[src/hdl/esc_pkg.sv]
// Types, codes and the compensation microprogram.
package esc_pkg;

   localparam int DATA_W   = 64;
   localparam int PROG_LEN = 78;
   localparam int PC_W     = $clog2(PROG_LEN);

   localparam logic [23:0] SKIP_CODE_24 = 24'h800000;
   localparam logic [15:0] SKIP_CODE_16 = 16'h8000;
   localparam logic [31:0] HUM_LIMIT    = 32'd419430400;

   typedef enum logic [2:0] {
      CSR_TEMP      = 3'd0,
      CSR_PRESS_LOW = 3'd1,
      CSR_PRESS_HI  = 3'd2,
      CSR_PRESS_P9  = 3'd3,
      CSR_HUM       = 3'd4
   } csr_index_type;

   typedef enum logic [1:0] {
      GRP_T = 2'd0,
      GRP_P = 2'd1,
      GRP_H = 2'd2
   } grp_type;

   typedef enum logic [3:0] {
      OP_NOP, OP_ADD, OP_SUB, OP_SHL, OP_ASR, OP_MUL, OP_DIV,
      OP_FINE, OP_TOUT, OP_PSAT, OP_HSAT, OP_CHKZ
   } op_type;

   typedef enum logic [5:0] {
      SRC_R0, SRC_R1, SRC_R2, SRC_R3,
      SRC_T1, SRC_T2, SRC_T3,
      SRC_P1, SRC_P2, SRC_P3, SRC_P4, SRC_P5, SRC_P6, SRC_P7, SRC_P8, SRC_P9,
      SRC_H1, SRC_H2, SRC_H3, SRC_H4, SRC_H5, SRC_H6,
      SRC_ADC_T, SRC_ADC_P, SRC_ADC_H, SRC_FINE,
      SRC_C1, SRC_C5, SRC_C128, SRC_C128000, SRC_C1048576, SRC_C3125,
      SRC_C76800, SRC_C16384, SRC_C32768, SRC_C2097152, SRC_C8192
   } src_type;

   typedef struct packed {
      grp_type     grp;
      op_type      op;
      logic [1:0]  dst;
      src_type     a;
      src_type     b;
      logic [5:0]  sh;
      logic        wrap;
   } cmd_type;

   typedef struct packed {
      logic    start;
      logic    issue;
      cmd_type cmd;
   } ctl_type;

   typedef struct packed {
      logic tskip;
      logic pskip;
      logic hskip;
      logic unit_done;
   } stat_type;

   typedef enum logic [1:0] {
      ST_IDLE, ST_RUN, ST_WAIT, ST_DONE
   } state_type;

   function automatic cmd_type mk(grp_type g, op_type o, logic [1:0] d,
                                  src_type a, src_type b, logic [5:0] sh);
      cmd_type c;
      c.grp  = g;
      c.op   = o;
      c.dst  = d;
      c.a    = a;
      c.b    = b;
      c.sh   = sh;
      c.wrap = (g == GRP_H);
      return c;
   endfunction

   function automatic cmd_type prog(logic [PC_W-1:0] pc);
      cmd_type c;
      c = mk(GRP_T, OP_NOP, 2'd0, SRC_R0, SRC_R0, 6'd0);
      unique case (pc)
         // temperature
         7'd0:  c = mk(GRP_T, OP_ASR,  2'd0, SRC_ADC_T, SRC_R0, 6'd3);
         7'd1:  c = mk(GRP_T, OP_SHL,  2'd1, SRC_T1, SRC_R0, 6'd1);
         7'd2:  c = mk(GRP_T, OP_SUB,  2'd0, SRC_R0, SRC_R1, 6'd0);
         7'd3:  c = mk(GRP_T, OP_MUL,  2'd0, SRC_R0, SRC_T2, 6'd0);
         7'd4:  c = mk(GRP_T, OP_ASR,  2'd0, SRC_R0, SRC_R0, 6'd11);
         7'd5:  c = mk(GRP_T, OP_ASR,  2'd1, SRC_ADC_T, SRC_R0, 6'd4);
         7'd6:  c = mk(GRP_T, OP_SUB,  2'd1, SRC_R1, SRC_T1, 6'd0);
         7'd7:  c = mk(GRP_T, OP_MUL,  2'd1, SRC_R1, SRC_R1, 6'd0);
         7'd8:  c = mk(GRP_T, OP_ASR,  2'd1, SRC_R1, SRC_R0, 6'd12);
         7'd9:  c = mk(GRP_T, OP_MUL,  2'd1, SRC_R1, SRC_T3, 6'd0);
         7'd10: c = mk(GRP_T, OP_ASR,  2'd1, SRC_R1, SRC_R0, 6'd14);
         7'd11: c = mk(GRP_T, OP_ADD,  2'd0, SRC_R0, SRC_R1, 6'd0);
         7'd12: c = mk(GRP_T, OP_FINE, 2'd0, SRC_R0, SRC_R0, 6'd0);
         7'd13: c = mk(GRP_T, OP_MUL,  2'd0, SRC_FINE, SRC_C5, 6'd0);
         7'd14: c = mk(GRP_T, OP_ADD,  2'd0, SRC_R0, SRC_C128, 6'd0);
         7'd15: c = mk(GRP_T, OP_TOUT, 2'd0, SRC_R0, SRC_R0, 6'd0);
         // pressure
         7'd16: c = mk(GRP_P, OP_SUB,  2'd0, SRC_FINE, SRC_C128000, 6'd0);
         7'd17: c = mk(GRP_P, OP_MUL,  2'd1, SRC_R0, SRC_R0, 6'd0);
         7'd18: c = mk(GRP_P, OP_MUL,  2'd2, SRC_R1, SRC_P6, 6'd0);
         7'd19: c = mk(GRP_P, OP_MUL,  2'd3, SRC_R0, SRC_P5, 6'd0);
         7'd20: c = mk(GRP_P, OP_SHL,  2'd3, SRC_R3, SRC_R0, 6'd17);
         7'd21: c = mk(GRP_P, OP_ADD,  2'd2, SRC_R2, SRC_R3, 6'd0);
         7'd22: c = mk(GRP_P, OP_SHL,  2'd3, SRC_P4, SRC_R0, 6'd35);
         7'd23: c = mk(GRP_P, OP_ADD,  2'd2, SRC_R2, SRC_R3, 6'd0);
         7'd24: c = mk(GRP_P, OP_MUL,  2'd1, SRC_R1, SRC_P3, 6'd0);
         7'd25: c = mk(GRP_P, OP_ASR,  2'd1, SRC_R1, SRC_R0, 6'd8);
         7'd26: c = mk(GRP_P, OP_MUL,  2'd3, SRC_R0, SRC_P2, 6'd0);
         7'd27: c = mk(GRP_P, OP_SHL,  2'd3, SRC_R3, SRC_R0, 6'd12);
         7'd28: c = mk(GRP_P, OP_ADD,  2'd1, SRC_R1, SRC_R3, 6'd0);
         7'd29: c = mk(GRP_P, OP_SHL,  2'd3, SRC_C1, SRC_R0, 6'd47);
         7'd30: c = mk(GRP_P, OP_ADD,  2'd1, SRC_R1, SRC_R3, 6'd0);
         7'd31: c = mk(GRP_P, OP_MUL,  2'd1, SRC_R1, SRC_P1, 6'd0);
         7'd32: c = mk(GRP_P, OP_ASR,  2'd1, SRC_R1, SRC_R0, 6'd33);
         7'd33: c = mk(GRP_P, OP_CHKZ, 2'd0, SRC_R1, SRC_R0, 6'd0);
         7'd34: c = mk(GRP_P, OP_SUB,  2'd0, SRC_C1048576, SRC_ADC_P, 6'd0);
         7'd35: c = mk(GRP_P, OP_SHL,  2'd0, SRC_R0, SRC_R0, 6'd31);
         7'd36: c = mk(GRP_P, OP_SUB,  2'd0, SRC_R0, SRC_R2, 6'd0);
         7'd37: c = mk(GRP_P, OP_MUL,  2'd0, SRC_R0, SRC_C3125, 6'd0);
         7'd38: c = mk(GRP_P, OP_DIV,  2'd0, SRC_R0, SRC_R1, 6'd0);
         7'd39: c = mk(GRP_P, OP_ASR,  2'd1, SRC_R0, SRC_R0, 6'd13);
         7'd40: c = mk(GRP_P, OP_MUL,  2'd2, SRC_P9, SRC_R1, 6'd0);
         7'd41: c = mk(GRP_P, OP_MUL,  2'd2, SRC_R2, SRC_R1, 6'd0);
         7'd42: c = mk(GRP_P, OP_ASR,  2'd2, SRC_R2, SRC_R0, 6'd25);
         7'd43: c = mk(GRP_P, OP_MUL,  2'd3, SRC_P8, SRC_R0, 6'd0);
         7'd44: c = mk(GRP_P, OP_ASR,  2'd3, SRC_R3, SRC_R0, 6'd19);
         7'd45: c = mk(GRP_P, OP_ADD,  2'd0, SRC_R0, SRC_R2, 6'd0);
         7'd46: c = mk(GRP_P, OP_ADD,  2'd0, SRC_R0, SRC_R3, 6'd0);
         7'd47: c = mk(GRP_P, OP_ASR,  2'd0, SRC_R0, SRC_R0, 6'd8);
         7'd48: c = mk(GRP_P, OP_SHL,  2'd1, SRC_P7, SRC_R0, 6'd4);
         7'd49: c = mk(GRP_P, OP_ADD,  2'd0, SRC_R0, SRC_R1, 6'd0);
         7'd50: c = mk(GRP_P, OP_PSAT, 2'd0, SRC_R0, SRC_R0, 6'd0);
         // humidity, 32-bit wrapping
         7'd51: c = mk(GRP_H, OP_SUB,  2'd0, SRC_FINE, SRC_C76800, 6'd0);
         7'd52: c = mk(GRP_H, OP_SHL,  2'd1, SRC_ADC_H, SRC_R0, 6'd14);
         7'd53: c = mk(GRP_H, OP_SHL,  2'd2, SRC_H4, SRC_R0, 6'd20);
         7'd54: c = mk(GRP_H, OP_SUB,  2'd1, SRC_R1, SRC_R2, 6'd0);
         7'd55: c = mk(GRP_H, OP_MUL,  2'd2, SRC_H5, SRC_R0, 6'd0);
         7'd56: c = mk(GRP_H, OP_SUB,  2'd1, SRC_R1, SRC_R2, 6'd0);
         7'd57: c = mk(GRP_H, OP_ADD,  2'd1, SRC_R1, SRC_C16384, 6'd0);
         7'd58: c = mk(GRP_H, OP_ASR,  2'd1, SRC_R1, SRC_R0, 6'd15);
         7'd59: c = mk(GRP_H, OP_MUL,  2'd2, SRC_R0, SRC_H6, 6'd0);
         7'd60: c = mk(GRP_H, OP_ASR,  2'd2, SRC_R2, SRC_R0, 6'd10);
         7'd61: c = mk(GRP_H, OP_MUL,  2'd3, SRC_R0, SRC_H3, 6'd0);
         7'd62: c = mk(GRP_H, OP_ASR,  2'd3, SRC_R3, SRC_R0, 6'd11);
         7'd63: c = mk(GRP_H, OP_ADD,  2'd3, SRC_R3, SRC_C32768, 6'd0);
         7'd64: c = mk(GRP_H, OP_MUL,  2'd2, SRC_R2, SRC_R3, 6'd0);
         7'd65: c = mk(GRP_H, OP_ASR,  2'd2, SRC_R2, SRC_R0, 6'd10);
         7'd66: c = mk(GRP_H, OP_ADD,  2'd2, SRC_R2, SRC_C2097152, 6'd0);
         7'd67: c = mk(GRP_H, OP_MUL,  2'd2, SRC_R2, SRC_H2, 6'd0);
         7'd68: c = mk(GRP_H, OP_ADD,  2'd2, SRC_R2, SRC_C8192, 6'd0);
         7'd69: c = mk(GRP_H, OP_ASR,  2'd2, SRC_R2, SRC_R0, 6'd14);
         7'd70: c = mk(GRP_H, OP_MUL,  2'd0, SRC_R1, SRC_R2, 6'd0);
         7'd71: c = mk(GRP_H, OP_ASR,  2'd1, SRC_R0, SRC_R0, 6'd15);
         7'd72: c = mk(GRP_H, OP_MUL,  2'd1, SRC_R1, SRC_R1, 6'd0);
         7'd73: c = mk(GRP_H, OP_ASR,  2'd1, SRC_R1, SRC_R0, 6'd7);
         7'd74: c = mk(GRP_H, OP_MUL,  2'd1, SRC_R1, SRC_H1, 6'd0);
         7'd75: c = mk(GRP_H, OP_ASR,  2'd1, SRC_R1, SRC_R0, 6'd4);
         7'd76: c = mk(GRP_H, OP_SUB,  2'd0, SRC_R0, SRC_R1, 6'd0);
         7'd77: c = mk(GRP_H, OP_HSAT, 2'd0, SRC_R0, SRC_R0, 6'd0);
         default: c = mk(GRP_T, OP_NOP, 2'd0, SRC_R0, SRC_R0, 6'd0);
      endcase
      return c;
   endfunction

endpackage

[src/hdl/esc_ctrl.sv]
// Controller: sequences the microprogram and runs the channel handshakes.
module esc_ctrl (
   input  logic              clock,
   input  logic              reset,
   input  logic              req_valid,
   output logic              req_ready,
   output logic              rsp_valid,
   input  logic              rsp_ready,
   input  esc_pkg::stat_type stat,
   output esc_pkg::ctl_type  ctl
);
   esc_pkg::state_type state_ff, state_in;
   logic [esc_pkg::PC_W-1:0] pc_ff, pc_in;
   esc_pkg::cmd_type cmd;
   logic skip, multi, last;

   always_comb begin
      cmd = esc_pkg::prog(pc_ff);
      case (cmd.grp)
         esc_pkg::GRP_T: skip = stat.tskip;
         esc_pkg::GRP_P: skip = stat.pskip;
         default:        skip = stat.hskip;
      endcase
      multi = (cmd.op == esc_pkg::OP_MUL) || (cmd.op == esc_pkg::OP_DIV);
      last  = (pc_ff == esc_pkg::PC_W'(esc_pkg::PROG_LEN - 1));
   end

   always_comb begin
      state_in = state_ff;
      pc_in    = pc_ff;
      unique case (state_ff)
         esc_pkg::ST_IDLE: begin
            if (req_valid) begin
               state_in = esc_pkg::ST_RUN;
               pc_in    = '0;
            end
         end
         esc_pkg::ST_RUN: begin
            if (!skip && multi) state_in = esc_pkg::ST_WAIT;
            else if (last) state_in = esc_pkg::ST_DONE;
            else pc_in = pc_ff + 1'b1;
         end
         esc_pkg::ST_WAIT: begin
            if (stat.unit_done) begin
               if (last) state_in = esc_pkg::ST_DONE;
               else begin
                  state_in = esc_pkg::ST_RUN;
                  pc_in    = pc_ff + 1'b1;
               end
            end
         end
         esc_pkg::ST_DONE: begin
            if (rsp_ready) state_in = esc_pkg::ST_IDLE;
         end
         default: state_in = esc_pkg::ST_IDLE;
      endcase
   end

   always_comb begin
      req_ready = 1'b0;
      rsp_valid = 1'b0;
      ctl.start = 1'b0;
      ctl.issue = 1'b0;
      ctl.cmd   = cmd;
      unique case (state_ff)
         esc_pkg::ST_IDLE: begin
            req_ready = 1'b1;
            ctl.start = req_valid;
         end
         esc_pkg::ST_RUN:  ctl.issue = !skip;
         esc_pkg::ST_WAIT: ;
         esc_pkg::ST_DONE: rsp_valid = 1'b1;
         default: ;
      endcase
   end

   always_ff @(posedge clock) begin
      if (reset) begin
         state_ff <= esc_pkg::ST_IDLE;
         pc_ff    <= '0;
      end else begin
         state_ff <= state_in;
         pc_ff    <= pc_in;
      end
   end
endmodule

[config.mk]
export PLATFORM = sky130hd
export DESIGN_NAME = esc_ctrl
export DESIGN_NICKNAME = d
export VERILOG_FILES = /design/src/hdl/esc_pkg.sv /design/src/hdl/esc_ctrl.sv
export SDC_FILE = /design/constraint.sdc
export NUM_CORES = 1
export LEC_CHECK = 0
export ABC_AREA = 1
export CELL_PAD_IN_SITES_DETAIL_PLACEMENT = 0
export CELL_PAD_IN_SITES_GLOBAL_PLACEMENT = 1
export CORE_UTILIZATION = 42
export CTS_BUF_LIST = sky130_fd_sc_hd__clkbuf_4 sky130_fd_sc_hd__clkbuf_8
export CTS_CLUSTER_DIAMETER = 120
export DETAILED_ROUTE_END_ITERATION = 12
export DONT_BUFFER_PORTS = 1
export GPL_TIMING_DRIVEN = 0
export HOLD_SLACK_MARGIN = 0.12
export PLACE_DENSITY_LB_ADDON = 0.1
export RECOVER_POWER = 100
export SLEW_MARGIN = 20
export SYNTH_ARGS = -nofsm -noshare
export SYNTH_HDL_FRONTEND = slang
export SYNTH_SLANG_ARGS = --single-unit
export TNS_END_PERCENT = 30
[constraint.sdc]
create_clock -name clock -period 2.6 [get_ports clock]
set_input_delay 0.26 -clock clock [delete_from_list [all_inputs] [get_ports clock]]
set_output_delay 0.26 -clock clock [all_outputs]
set_load 0.1 [all_outputs]
==> key figures <==
Timing
  – RSZ-0062 raised after global routing: yes
  – Final max-slew violation count: 0
  – Slew @ Worst Pin: 1.18 ns
  – Fin crit share: 1.10
  – Final setup violation count: 21
  – Slew Limit Headroom: 0.210
  – Fin crit period: 2.85 ns
  – Post-route worst setup slack: -0.250 ns
  – Clock Skew: 0.00707 ns
  – Fmax: 0.351 GHz
  – Hold Fails Final Rpt: 0
  – Final setup TNS: -3.26 ns

Cells and area
  – Commonest non-fill, non-tap cell in the layout: nand2_1
  – Most frequent cells in the layout: nand2_1 (180), nand3_1 (60), buf_4 (39)
  – Nets: 630
  – Share of post-route cells with drive strength above 1: 0.316
  – Util after Layout: 0.573
  – Ant. Diodes: 0
  – Final Cell Area: 4410 sq um
  – Area Overhead vs Synth: 32.3%

Global route
  – Initial antenna violation count: 0
  – Largest net degree at the start of global routing: 12
  – Grt total ovfl: 0
  – GRT Total Usage: 0.346
  – First-pass GRT wire length: 22.0 mm
  – Vias in the first global route: 3998

Floorplanning
  – Die height: between 90 and 100 um
  – Initial core utilization: 0.433
  – Io pins: 39
  – Core Region: 7690 sq um
  – Die X: 91.1 um
  – Core Rows: 32
  – Die Footprint: 8290 sq um

Power
  – Leak pwr: 2.09 nW
  – Peak supply drop: 630 uV
  – Power per Cell Area: 1350 nW/um^2
  – Overall power: 5.95 mW

Logic synthesis
  – Post-Syn Instances: 556
  – Post-Syn Area: 3330 sq um
  – Seq/Total Area, Yosys: 0.204
  – Netlist cell types: 41
  – Syn nets: 583
  – Mapped Avg Cell Area: 5.99 sq um
  – Yosys warns: 0
  – Yosys reg bits: 34

Drt
  – First-pass DRT Iterations: 7
  – Drt drc: 0
  – WL/cell: 20.1 um
  – DRT antenna net count: 0
  – Total number of vias: around 4200
  – Drt first-iter violations: 793
  – Final wirelength: 14.2 mm
  – DR vias/cell: 6.00

Flow run
  – Max-cap violations: 0

Status
  – Failing checks: negative setup slack
  – Status: complete, but fails checks

Placed design
  – PortBufs: 0
  – Gp weighted congestion: 1.03
  – Final HPWL DP: 9.90 mm
  – Placed Area: 3550 sq um

Critical path
  – CP arrival: 3.10 ns
  – CP Data Required Time: 2.85 ns
  – Critical Path Start Type: flip-flop
  – CP endpoint kind: flip-flop
  – Reg2Reg Setup Slack: -0.25 ns
  – Setup CP Type: reg2reg
  – CP Max Fanout: 7

Clock tree
  – Clock Latency Late Sink: ~0.30 ns
  – Clk root buf: clkbuf_8
  – Clock buffer count from CTS: 5
  – Sink Count: 34
  – Reg clk slew, reported paths: around 0.08 ns
  – H-Tree Depth: 2
  – CTS tree: done
  – Max clock buf depth: 2

Min path
  – HP Class: in2reg
-- worst max-delay path, stage by stage (launching register included) --
cell and delay [ns]:
dfxtp_4 0.36, inv_4 0.06, ha_4 0.34, inv_2 0.08, o22ai_4 0.14, nor2_4 0.06
nand2_4 0.09, buf_8 0.13, nand2_2 0.08, nand3_4 0.22, buf_6 0.15, ha_4 0.20
clkinvlp_4 0.18, nand2_4 0.13, nand3_1 0.12, a21oi_1 0.26, o21ai_1 0.12, nand2_1 0.06
-- final timing paths --
check                                               from                  endpoint  depth (start not counted)
worst min register to register  state_ff[1]$_SDFFE_PP0P_  state_ff[1]$_SDFFE_PP0P_                          3
worst min-delay path                               reset     pc_ff[3]$_SDFFE_PP0N_                          2
worst max register to register  state_ff[1]$_SDFFE_PP0P_            cmd[9]$_DFF_P_                         17
worst max-delay path            state_ff[1]$_SDFFE_PP0P_            cmd[9]$_DFF_P_                         17
-- Yosys cell counts --
cell type  instances  area share
o211ai_1           5       0.011
conb_1             1      0.0011
o21ai_0           21       0.032
clkinv_1           2      0.0023
a211oi_1           1      0.0023
a31oi_1            2      0.0038
ha_1              19       0.071
a22oi_1            1      0.0023
or2_1              1      0.0019
a21oi_1           19       0.029
clkbuf_1           2      0.0023
nand2_4            2      0.0068
nand3_4            2       0.011
buf_2             10       0.015
o22ai_1            1      0.0019
o221ai_1           1      0.0026
nor3_2             1      0.0030
a21boi_0           1      0.0023
nand2_2            8       0.015
nand2_1          202        0.23
nor2_2             7       0.013
inv_1             47       0.053
buf_6              5       0.017
dfxtp_1           34        0.20
o21ai_1           12       0.018
xnor2_1            1      0.0026
nor3_1             2      0.0030
nand3_2            7       0.021
o31ai_1            1      0.0023
a21oi_2            1      0.0026
nor2_1            31       0.035
clkinv_2           1      0.0015
nand3b_1           4      0.0090
nand3_1           69        0.10
o21ai_2            2      0.0053
a21oi_4            1      0.0049
inv_2              5      0.0056
xor2_1             2      0.0053
nand4_1           12       0.023
nor2_4             4       0.014
buf_4              6       0.014
-- power by group --
| group | leakage (nW) | internal, mW | switching (mW) |
|---|---|---|---|
| sequential | 0.285 | 0.733 | 1.07 |
| clock | 0.0484 | 0.196 | 0.218 |
| combinational | 1.76 | 1.31 | 2.42 |
| total | 2.09 | 2.24 | 3.71 |
-- area by class of cell --
cell class | instances | area (sq um)
buffer | 23 | 179
clock buffer | 6 | 76.3
clock inverter | 2 | 10.0
fill | 755 | 3280
inverter | 55 | 248
multi-input combinational | 444 | 2700
sequential | 34 | 712
tap | 102 | 128
timing repair buffer | 40 | 352
-- per-layer routing --
| metal | wire [um] | global-route usage | vias up |
|---|---|---|---|
| li1 | - | - | 1895 |
| met1 | 5730 | 0.465 | 1898 |
| met2 | 5900 | 0.519 | 351 |
| met3 | 1750 | 0.0662 | 89 |
| met4 | 794 | 0.188 | 0 |
| met5 | 0 | 0 | - |
-- stage by stage --
| stage | instances | worst slack [ns] | hold WS (ns) |
|---|---|---|---|
| 6_report | 706 | -0.250 | 0.320 |
| 5_1_grt | 706 | -0.322 | 0.306 |
| 4_1_cts | 692 | -0.173 | 0.295 |
| 3_5_place_dp | 658 | -0.696 | 0.334 |
| 3_3_place_gp | 658 | -0.735 | 0.325 |
| 2_1_floorplan | 556 | -0.0229 | 0.322 |
-- sequential cells by signal, summed over array words and instances (netlist names) --
register and cells:
state_ff 2, cmd 25, pc_ff 7
-- cell families after synthesis --
| family | count (synthesis) | share of synthesized area |
|---|---|---|
| XOR/XNOR | 3 | 0.00789 |
| buffers and inverters | 78 | 0.110 |
| other | 1 | 0.00113 |
| AND/OR/NAND/NOR | 352 | 0.486 |
| flip-flops | 34 | 0.204 |
| AO/OA/AOI/OAI | 69 | 0.119 |
| adder cells (fa/ha/maj) | 19 | 0.0714 |
-- timing repair --
item,in CTS,in global routing
pin swaps,29,26
gates resized for setup,90,43
buffers inserted,25,14
endpoints found under the hold margin,2,0
setup endpoints to repair,25,25
hold buffers,1,0
(Power assumes the default switching activity.)
